## src/sv/dpm_pkg.sv

```systemverilog
// Shared types, constants and mode decoding for the fixed-point dot-product MAC.
// Used by every module of the block; depends on nothing else.
`timescale 1ns / 1ps
`default_nettype none

package dpm_pkg;

  localparam int unsigned FUNC_W   = 4;
  localparam int unsigned SAMPLE_W = 16;
  localparam int unsigned ACC_W    = 32;
  localparam int unsigned PROD_W   = 2 * SAMPLE_W;
  localparam int unsigned EXT_W    = ACC_W + 2;

  localparam logic signed [EXT_W-1:0] SAT31_MAX = 34'sh0_3fff_ffff;
  localparam logic signed [EXT_W-1:0] SAT31_MIN = 34'sh3_c000_0000;
  localparam logic signed [EXT_W-1:0] SAT32_MAX = 34'sh0_7fff_ffff;
  localparam logic signed [EXT_W-1:0] SAT32_MIN = 34'sh3_8000_0000;

  typedef enum logic [FUNC_W-1:0] {
    MODE_ADD            = 4'd0,
    MODE_SUB            = 4'd1,
    MODE_ADD_SAT31      = 4'd2,
    MODE_SUB_SAT31      = 4'd3,
    MODE_ADD_HALF       = 4'd4,
    MODE_SUB_HALF       = 4'd5,
    MODE_ADD_HALF_SAT31 = 4'd6,
    MODE_SUB_HALF_SAT31 = 4'd7,
    MODE_ADD_HALF_SAT32 = 4'd8
  } mode_t;

  typedef struct packed {
    logic sub;
    logic sat31;
    logic sat32;
    logic half;
  } mode_ctl_t;

  typedef struct packed {
    logic              valid;
    logic              first;
    logic              last;
    logic [FUNC_W-1:0] func;
  } item_ctl_t;

  function automatic mode_ctl_t decode_mode(input logic [FUNC_W-1:0] func);
    mode_ctl_t c;
    c = '0;
    case (func)
      MODE_ADD: begin
      end
      MODE_SUB: begin
        c.sub = 1'b1;
      end
      MODE_ADD_SAT31: begin
        c.sat31 = 1'b1;
      end
      MODE_SUB_SAT31: begin
        c.sub   = 1'b1;
        c.sat31 = 1'b1;
      end
      MODE_ADD_HALF: begin
        c.half = 1'b1;
      end
      MODE_SUB_HALF: begin
        c.sub  = 1'b1;
        c.half = 1'b1;
      end
      MODE_ADD_HALF_SAT31: begin
        c.sat31 = 1'b1;
        c.half  = 1'b1;
      end
      MODE_SUB_HALF_SAT31: begin
        c.sub   = 1'b1;
        c.sat31 = 1'b1;
        c.half  = 1'b1;
      end
      MODE_ADD_HALF_SAT32: begin
        c.sat32 = 1'b1;
        c.half  = 1'b1;
      end
      default: begin
        c = '0;
      end
    endcase
    return c;
  endfunction

endpackage

`default_nettype wire

```

## src/sv/dpm_prod_stage.sv

```systemverilog
// Input register and product register of the dot-product MAC, with their handshake.
// Depends on dpm_pkg.
`timescale 1ns / 1ps
`default_nettype none

module dpm_prod_stage (
  input  wire logic                                clk,
  input  wire logic                                rst_n,
  input  wire logic                                in_valid,
  output logic                                     in_stall,
  input  wire logic        [dpm_pkg::FUNC_W-1:0]   in_func,
  input  wire logic                                in_first,
  input  wire logic                                in_last,
  input  wire logic signed [dpm_pkg::ACC_W-1:0]    in_start_value,
  input  wire logic signed [dpm_pkg::SAMPLE_W-1:0] in_sample_a,
  input  wire logic signed [dpm_pkg::SAMPLE_W-1:0] in_sample_b,
  input  wire logic                                acc_take,
  output dpm_pkg::item_ctl_t                       prod_ctl,
  output logic signed [dpm_pkg::PROD_W-1:0]        prod_value,
  output logic signed [dpm_pkg::ACC_W-1:0]         prod_start
);
  import dpm_pkg::*;

  item_ctl_t                  s1_ctl_r;
  item_ctl_t                  s1_ctl_nxt;
  logic signed [ACC_W-1:0]    s1_start_r;
  logic signed [SAMPLE_W-1:0] s1_a_r;
  logic signed [SAMPLE_W-1:0] s1_b_r;
  item_ctl_t                  s2_ctl_r;
  item_ctl_t                  s2_ctl_nxt;
  logic signed [PROD_W-1:0]   s2_prod_r;
  logic signed [PROD_W-1:0]   s2_prod_nxt;
  logic signed [ACC_W-1:0]    s2_start_r;
  logic                       s1_free;
  logic                       s2_free;

  assign s2_free  = !s2_ctl_r.valid || acc_take;
  assign s1_free  = !s1_ctl_r.valid || s2_free;
  assign in_stall = !s1_free;

  always_comb begin
    s1_ctl_nxt = s1_ctl_r;
    if (s1_free) begin
      s1_ctl_nxt.valid = in_valid;
      s1_ctl_nxt.first = in_first;
      s1_ctl_nxt.last  = in_last;
      s1_ctl_nxt.func  = in_func;
    end
    s2_ctl_nxt = s2_ctl_r;
    if (s2_free) begin
      s2_ctl_nxt = s1_ctl_r;
    end
    s2_prod_nxt = PROD_W'(s1_a_r) * PROD_W'(s1_b_r);
  end

  always_ff @(posedge clk) begin
    if (!rst_n) begin
      s1_ctl_r <= '0;
      s2_ctl_r <= '0;
    end else begin
      s1_ctl_r <= s1_ctl_nxt;
      s2_ctl_r <= s2_ctl_nxt;
    end
  end

  always_ff @(posedge clk) begin
    if (s1_free) begin
      s1_start_r <= in_start_value;
      s1_a_r     <= in_sample_a;
      s1_b_r     <= in_sample_b;
    end
    if (s2_free) begin
      s2_prod_r  <= s2_prod_nxt;
      s2_start_r <= s1_start_r;
    end
  end

  assign prod_ctl   = s2_ctl_r;
  assign prod_value = s2_prod_r;
  assign prod_start = s2_start_r;

endmodule

`default_nettype wire

```

## src/sv/dpm_accum.sv

```systemverilog
// Accumulator, held mode and result register of the dot-product MAC.
// Depends on dpm_pkg for the mode decoder and the clamp limits.
`timescale 1ns / 1ps
`default_nettype none

module dpm_accum (
  input  wire logic                                clk,
  input  wire logic                                rst_n,
  input  wire dpm_pkg::item_ctl_t                  prod_ctl,
  input  wire logic signed [dpm_pkg::PROD_W-1:0]   prod_value,
  input  wire logic signed [dpm_pkg::ACC_W-1:0]    prod_start,
  output logic                                     acc_take,
  output logic                                     out_valid,
  input  wire logic                                out_stall,
  output logic signed [dpm_pkg::ACC_W-1:0]         out_result
);
  import dpm_pkg::*;

  logic signed [ACC_W-1:0] sum_r;
  logic signed [ACC_W-1:0] sum_nxt;
  logic [FUNC_W-1:0]       mode_r;
  logic [FUNC_W-1:0]       mode_sel;
  logic                    out_valid_r;
  logic                    out_valid_nxt;
  logic signed [ACC_W-1:0] out_result_r;
  logic signed [ACC_W-1:0] out_result_nxt;
  logic signed [ACC_W-1:0] base;
  logic signed [EXT_W-1:0] base_ext;
  logic signed [EXT_W-1:0] prod_ext;
  logic signed [EXT_W-1:0] raw_sum;
  logic signed [EXT_W-1:0] clamped;
  mode_ctl_t               ctl;
  logic                    out_free;

  assign out_free = !out_valid_r || !out_stall;
  assign acc_take = prod_ctl.valid && (!prod_ctl.last || out_free);

  always_comb begin
    if (prod_ctl.first) begin
      base     = {prod_start[ACC_W-1], prod_start[ACC_W-1:1]};
      mode_sel = prod_ctl.func;
    end else begin
      base     = sum_r;
      mode_sel = mode_r;
    end
    ctl      = decode_mode(mode_sel);
    base_ext = EXT_W'(base);
    prod_ext = EXT_W'(prod_value);
    raw_sum  = ctl.sub ? (base_ext - prod_ext) : (base_ext + prod_ext);
    clamped  = raw_sum;
    if (ctl.sat31) begin
      if (raw_sum > SAT31_MAX) begin
        clamped = SAT31_MAX;
      end else if (raw_sum < SAT31_MIN) begin
        clamped = SAT31_MIN;
      end
    end else if (ctl.sat32) begin
      if (raw_sum > SAT32_MAX) begin
        clamped = SAT32_MAX;
      end else if (raw_sum < SAT32_MIN) begin
        clamped = SAT32_MIN;
      end
    end
    sum_nxt        = clamped[ACC_W-1:0];
    out_result_nxt = ctl.half ? sum_nxt : {sum_nxt[ACC_W-2:0], 1'b0};

    out_valid_nxt = out_valid_r;
    if (acc_take && prod_ctl.last) begin
      out_valid_nxt = 1'b1;
    end else if (!out_stall) begin
      out_valid_nxt = 1'b0;
    end
  end

  always_ff @(posedge clk) begin
    if (!rst_n) begin
      sum_r       <= '0;
      mode_r      <= '0;
      out_valid_r <= 1'b0;
    end else begin
      if (acc_take) begin
        sum_r  <= sum_nxt;
        mode_r <= mode_sel;
      end
      out_valid_r <= out_valid_nxt;
    end
  end

  always_ff @(posedge clk) begin
    if (acc_take && prod_ctl.last) begin
      out_result_r <= out_result_nxt;
    end
  end

  assign out_valid  = out_valid_r;
  assign out_result = out_result_r;

endmodule

`default_nettype wire

```

## src/sv/fixed_point_dot_product_mac.sv

```systemverilog
// Top level of the fixed-point dot-product MAC: product stage and accumulator.
// Depends on dpm_pkg, dpm_prod_stage and dpm_accum.
//
// Each input request carries one pair of signed 16-bit samples. A request with
// first set loads the accumulator with start_value shifted right by one and
// latches func as the mode; every request then adds or subtracts the product
// of its pair, wrapping or clamping as the mode says. A request with last set
// produces one output request holding the final sum, doubled in the full
// modes and unchanged in the half modes. Other requests produce no output.
// Both channels use valid and stall; a request moves when valid is high and
// stall is low.
// The last request passes the input register and the product register; the
// result register loads when the accumulator takes it. Throughput: one request
// per cycle while in_stall is low; the accumulator add-and-clamp is combinational.
// While the receiver stalls, the result waits in the output register and
// requests without last keep flowing; only a second last request waits, and
// in_stall rises once the pipeline behind it is full.
// Reset clears the accumulator, the held mode and all valid flags.
`timescale 1ns / 1ps
`default_nettype none

module fixed_point_dot_product_mac (
  input  wire logic                                clk,
  input  wire logic                                rst_n,
  input  wire logic                                in_valid,
  output logic                                     in_stall,
  input  wire logic        [dpm_pkg::FUNC_W-1:0]   in_func,
  input  wire logic                                in_first,
  input  wire logic                                in_last,
  input  wire logic signed [dpm_pkg::ACC_W-1:0]    in_start_value,
  input  wire logic signed [dpm_pkg::SAMPLE_W-1:0] in_sample_a,
  input  wire logic signed [dpm_pkg::SAMPLE_W-1:0] in_sample_b,
  output logic                                     out_valid,
  input  wire logic                                out_stall,
  output logic signed [dpm_pkg::ACC_W-1:0]         out_result
);
  import dpm_pkg::*;

  item_ctl_t               prod_ctl;
  logic signed [PROD_W-1:0] prod_value;
  logic signed [ACC_W-1:0]  prod_start;
  logic                     acc_take;

  dpm_prod_stage u_prod (
    .clk            (clk),
    .rst_n          (rst_n),
    .in_valid       (in_valid),
    .in_stall       (in_stall),
    .in_func        (in_func),
    .in_first       (in_first),
    .in_last        (in_last),
    .in_start_value (in_start_value),
    .in_sample_a    (in_sample_a),
    .in_sample_b    (in_sample_b),
    .acc_take       (acc_take),
    .prod_ctl       (prod_ctl),
    .prod_value     (prod_value),
    .prod_start     (prod_start)
  );

  dpm_accum u_accum (
    .clk        (clk),
    .rst_n      (rst_n),
    .prod_ctl   (prod_ctl),
    .prod_value (prod_value),
    .prod_start (prod_start),
    .acc_take   (acc_take),
    .out_valid  (out_valid),
    .out_stall  (out_stall),
    .out_result (out_result)
  );

endmodule

`default_nettype wire

```

## config.mk

```make
export PLATFORM = sky130hd
export DESIGN_NAME = fixed_point_dot_product_mac
export DESIGN_NICKNAME = d
export VERILOG_FILES = /design/src/sv/dpm_pkg.sv /design/src/sv/dpm_prod_stage.sv /design/src/sv/dpm_accum.sv /design/src/sv/fixed_point_dot_product_mac.sv
export SDC_FILE = /design/constraint.sdc
export NUM_CORES = 1
export LEC_CHECK = 0
export BUFFER_PORTS_ARGS = -buffer_cell sky130_fd_sc_hd__buf_4
export CAP_MARGIN = 20
export CORE_ASPECT_RATIO = 1.4
export CORE_MARGIN = 4
export CORE_UTILIZATION = 35
export CTS_CLUSTER_DIAMETER = 200
export CTS_CLUSTER_SIZE = 14
export DETAILED_ROUTE_END_ITERATION = 6
export SYNTH_ARGS = -nofsm -noshare
export SYNTH_HDL_FRONTEND = slang
export SYNTH_HIERARCHICAL = 1
export SYNTH_SLANG_ARGS = --single-unit
```

## constraint.sdc

```tcl
create_clock -name clk -period 8.3 [get_ports clk]
set_input_delay 1.66 -clock clk [delete_from_list [all_inputs] [get_ports clk]]
set_output_delay 1.66 -clock clk [all_outputs]
set_load 0.05 [all_outputs]
```

Word level (Yosys, flattened, before mapping)
Cells that the tools add are included.
{ "op_classes": {"order_cmp": 4, "reduce_logical": 15, "muxes": 16, "n_mul": 1, "n_eq_ne": 9, "add_sub_neg": 2} }
{ "op_table": {"columns": ["op", "count"], "rows": [
  ["$mux W32", 8],
  ["$gt A34 B31 Y1 const B", 1],
  ["$gt A34 B32 Y1 const B", 1],
  ["$lt A34 B31 Y1 const B", 1],
  ["$lt A34 B32 Y1 const B", 1],
  ["$mux W34", 1],
  ["$add A32 B32 Y33", 1],
  ["$sub A32 B32 Y33", 1],
  ["$mul A16 B16 Y32", 1],
  ["$eq A4 B3 Y1 const B", 4],
  ["$eq A4 B2 Y1 const B", 2],
  ["$reduce_or A4 Y1", 2],
  ["$logic_not A1 Y1", 6],
  ["$mux W1", 6],
  ["$reduce_or A5 Y1", 1],
  ["$eq A4 B1 Y1 const B", 1],
  ["$eq A4 B4 Y1 const B", 1],
  ["$logic_or A1 B1 Y1", 4],
  ["$mux W4", 1],
  ["$logic_and A1 B1 Y1", 2],
  ["$ne A2 B1 Y1 const B", 1]
]} }
{ "word_totals": {"elab_cells": 65, "out_inout_bits": 34, "in_bits": 74, "register_bits": 211} }

Longest topological paths before layout
{ "logic_depth": {"ltp_word": 11, "ltp_mapped": 23, "mapped_depth_nobuf": 21} }

By module
Netlist, hierarchy kept.
{ "by_module_without_submodules": {"columns": ["mod", "area_per_inst_um2", "n_inst", "seq_area_each_um2", "cells_per_inst"], "rows": [
  ["dpm_prod_stage", 14351.3, 1, 4124.0, 1313],
  ["dpm_accum", 5880.6, 1, 1701.6, 728]
]} }

Worst setup path after synthesis
OpenSTA, ideal clock, no wires.
{ "synth_path": {"path_kind": "input port to output port", "from": "input port out_stall", "to": "output port in_stall", "setup_slack_ns": 1.207, "path_buffers": 3, "arrival_ns": 5.433, "path_stages": 9, "cell_sequence": "nand3_1 -> nand2_1 -> inv_1 -> clkbuf_1 -> clkbuf_1 -> nor2b_1 -> clkbuf_1 -> nand2_1 -> clkinv_1"} }
{ "synth_via": {"elab_chain_cells": 7} }
{ "synth_lines": {"columns": ["element", "line", "source"], "rows": [
  ["from (decl)", "fixed_point_dot_product_mac.sv:34", "input wire logic out_stall,"],
  ["$logic_not A1 Y1", "dpm_accum.sv:35", "assign out_free = !out_valid_r || !out_stall;"],
  ["$logic_or A1 B1 Y1", "dpm_accum.sv:35", null],
  ["$logic_or A1 B1 Y1", "dpm_accum.sv:36", "assign acc_take = prod_ctl.valid && (!prod_ctl.last || out_free);"],
  ["$logic_and A1 B1 Y1", "dpm_accum.sv:36", null],
  ["named net acc_take", "fixed_point_dot_product_mac.sv:42", "logic acc_take;"],
  ["$logic_or A1 B1 Y1", "dpm_prod_stage.sv:37", "assign s2_free = !s2_ctl_r.valid || acc_take;"],
  ["$logic_or A1 B1 Y1", "dpm_prod_stage.sv:38", "assign s1_free = !s1_ctl_r.valid || s2_free;"],
  ["$logic_not A1 Y1", "dpm_prod_stage.sv:39", "assign in_stall = !s1_free;"],
  ["to (decl)", "fixed_point_dot_product_mac.sv:26", "output logic in_stall,"]
]} }
The timed path passes the listed nets, and every way through them passes these cells.

Worst setup path in the final report
{ "layout_path": {"from": "register u_prod.s1_b_r[4]", "to": "register u_prod.s2_prod_r[30] (netlist: u_prod/prod_value[30]) (data pin)"} }
{ "layout_via": {"elab_chain_cells": 1} }
{ "layout_lines": {"columns": ["element", "line", "source"], "rows": [
  ["from (decl)", "dpm_prod_stage.sv:28", "logic signed [SAMPLE_W-1:0] s1_b_r;"],
  ["from (signal assigned)", "dpm_prod_stage.sv:70", "s1_b_r <= in_sample_b;"],
  ["$mul A16 B16 Y32", "dpm_prod_stage.sv:53", "s2_prod_nxt = PROD_W'(s1_a_r) * PROD_W'(s1_b_r);"],
  ["named net u_prod.s2_prod_nxt[30]", "dpm_prod_stage.sv:32", "logic signed [PROD_W-1:0] s2_prod_nxt;"],
  ["to (signal assigned)", "dpm_prod_stage.sv:73", "s2_prod_r <= s2_prod_nxt;"],
  ["to (decl)", "dpm_prod_stage.sv:31", "logic signed [PROD_W-1:0] s2_prod_r;"]
]} }
The timed path passes the listed nets, and every way through them passes these cells.
A chain may end at the register's enable or synchronous reset.

==> impl_metrics.csv <==
group,metric,value,unit
floorplanning,start_util,0.356,
global_routing,grt_max_degree,71,
global_routing,first_global_vias,15100,
worst_setup_path,rr_endpoint,"u_prod/prod_value[30]",
sta,worst_pin_slew,1.06,ns
sta,period_needed,6.86,ns
global_routing,busiest_layer,"met2",
cts,insertion_delay,0.52,ns
detailed_routing,ant_nets,0,
worst_setup_path,max_stage_delay,0.97,ns
detailed_routing,drt_iter0_drc,1018,
sta,final_max_slew_viol_count,0,
floorplanning,die_w,211,um
worst_hold_path,hp-class,"reg2reg",
detailed_routing,drt-total-wl,47900,um
global_routing,use_met1,0.195,
detailed_routing,wl_per_cell,16.8,um
synth,synth_fp_nets,2491,
worst_setup_path,worstSetupStartpointType,"flip-flop",
worst_setup_path,path_class,"reg2reg",
floorplanning,rows,103,
global_routing,grtUsageMet2,0.284,
floorplanning,die_area,0.0616,mm^2
synth,synth_cells,2039,
job,drv_cap,0,
global_routing,antenna_found_initial,0,
worst_setup_path,critPathRequiredTime,8.61,ns
cts,root_buffer,"clkbuf_16",
detailed_routing,vias,14200,
sta,max_freq,0.146,GHz
synth,yosysWarnings,6,
cts,cts-htree-levels,1,
cts,cts_repair_resize_count,0,
sta,maxSlewHeadroom,0.296,
floorplanning,die_y,292,um
cts,post_cts.repair.setup_buffers,0,
worst_setup_path,timing.rr.start,"u_prod/s1_b_r[4]",
placement,hpwl,37200,um
global_routing,grt_usage,0.156,
global_routing,grtUsageMet3,0.0196,
detailed_routing,drtPass1Iterations,7,
worst_hold_path,hp-start,"u_prod/s1_start_r[23]",
floorplanning,core,0.0567,mm^2
sta,tns,0,ns
cts,cts.sinks,209,
cts,cts_hold_buf,0,
placement,finalWeightedCongestion,0.889,
sta,rsz0062_at_grt,"false",
global_routing,grt_pass1_wl,78600,um
cts,cts_tree,"built",
cts,numCtsBuffers,18,
status,violations,"DRC",
sta,finalHoldViolCount,0,
synth,postSynthAreaPerCell,9.89,um^2
sta,timing.final.crit_share,0.826,
worst_setup_path,cp_max_fo,16,
worst_setup_path,cpMaxStageDelayCell,"fa_1",
worst_setup_path,crit_path_frequent_cell,"fa_1",
worst_setup_path,critPathCaptureType,"flip-flop",
final_layout,nNetsFinal,2550,
cts,path_clk_slew,0.08,ns
cts,cts.path.max_buffers,3,
placement,io_buffers,106,
sta,finalClockSkew,0.0224,ns
worst_hold_path,holdPathEnd,"u_prod/prod_start[23]",
final_layout,drive_gt1_frac,0.0924,
worst_setup_path,path_cells,"nand2_1 -> fa_1 -> inv_1 -> fa_1 -> fa_1 -> fa_1 -> fa_1 -> inv_1 -> fa_1 -> inv_1 -> ha_1 -> nand3_1 -> or3_1 -> nor3_1 -> nand2b_1 -> o21ai_1 -> o311ai_1",
detailed_routing,vias_per_cell,5.00,
status,status,"finished with violations",
final_layout,nFillCells,5577,
worst_setup_path,worstRegToRegCells,17,
worst_setup_path,r2r_slack,1.44,ns
worst_hold_path,hold-path-cell-count,0,
detailed_routing,drc,1,
sta,setup_violations,0,
synth,syn_area,0.0202,mm^2
global_routing,grt_overflow_total,0,
final_layout,area_growth,10.1,%
floorplanning,ios,108,
final_layout,antennaDiodeCount,0,
worst_setup_path,cp.arrival,7.17,ns
[routing by layer]
layer	routed length, um	up-vias
li1	-	6739
met1	19800	7020
met2	24700	374
met3	2250	78
met4	1170	0
met5	0	-
[cell usage in the layout, fill, tap and decap left out, types with 5 or more instances in the layout]
cell	instances
and3_1	10
ha_1	115
o21a_1	8
nand2_1	232
a211oi_1	13
and2_1	125
xor2_1	37
nor2_1	99
a311oi_1	15
a21o_1	25
inv_1	346
nand4_1	8
a31oi_1	18
buf_4	117
nor3_1	59
fa_1	263
nor2b_1	5
a21boi_0	13
nand3_1	24
or3_1	8
clkbuf_16	19
xnor2_1	55
o31ai_1	11
mux2_2	30
o21ai_0	35
nand2b_1	15
o21ai_1	6
o21bai_1	14
dfxtp_1	50
a21oi_1	83
clkbuf_1	13
edfxtp_1	158
[state kept, by name, summed over array words and instances, names as in the netlist]
register            count
u_accum/out_result     32
u_accum/sum_r          32
u_prod/prod_value      32
u_prod/prod_start      31
u_prod/s1_start_r      31
u_prod/s1_a_r          16
u_prod/s1_b_r          16
u_prod/prod_ctl         7
u_prod/s1_ctl_r         7
u_accum/mode_r          4
u_accum/out_valid       1
[stage by stage]
step | hold WS, ns | cell area, um^2 | worst slack (ns) | utilization | instances
floorplan | 0.400 | 20200 | 1.24 | - | 2039
global placement | 0.402 | 21700 | 1.60 | 0.382 | 2812
detailed placement | 0.405 | 21700 | 1.45 | 0.382 | 2812
CTS | 0.413 | 22200 | 1.43 | 0.391 | 2844
global route | 0.432 | 22200 | 1.04 | 0.392 | 2845
finish | 0.411 | 22200 | 1.44 | 0.392 | 2845
[final cells by class]
cell class,count,area [um^2],share of cell area
flip-flops and latches,209,5770,0.260
inverters,348,1310,0.0588
well taps,735,920,0.0414
repair buffers,118,893,0.0402
clock buffers,32,524,0.0236
multi-input cells,1403,12800,0.576
[how the worst max path moves through the flow]
| stage | endpoint | slack [ns] | depth (start not counted) | from |
|---|---|---|---|---|
| 2_1_floorplan | in_stall | 1.24 | 9 | out_stall |
| 3_3_place_gp | u_prod/prod_value[30] | 1.60 | 17 | u_prod/s1_b_r[4] |
| 3_5_place_dp | u_prod/prod_value[30] | 1.45 | 17 | u_prod/s1_b_r[4] |
| 4_1_cts | u_prod/prod_value[30] | 1.43 | 17 | u_prod/s1_b_r[4] |
| 5_1_grt | u_prod/prod_value[30] | 1.04 | 17 | u_prod/s1_b_r[4] |
| 6_report | u_prod/prod_value[30] | 1.44 | 17 | u_prod/s1_b_r[4] |
[worst max-delay path: cells and delay by family, from the launching register on]
kind / cells / cell delay [ns]
fa+ha+maj: 7 / 4.12
flops: 1 / 0.72
simple gates: 5 / 1.18
compound gates: 2 / 0.46
buf+inv: 3 / 0.17
Power is left out: the tool's default activity adds up to more than one toggle a clock period on the data nets, which glitch-free logic cannot reach.
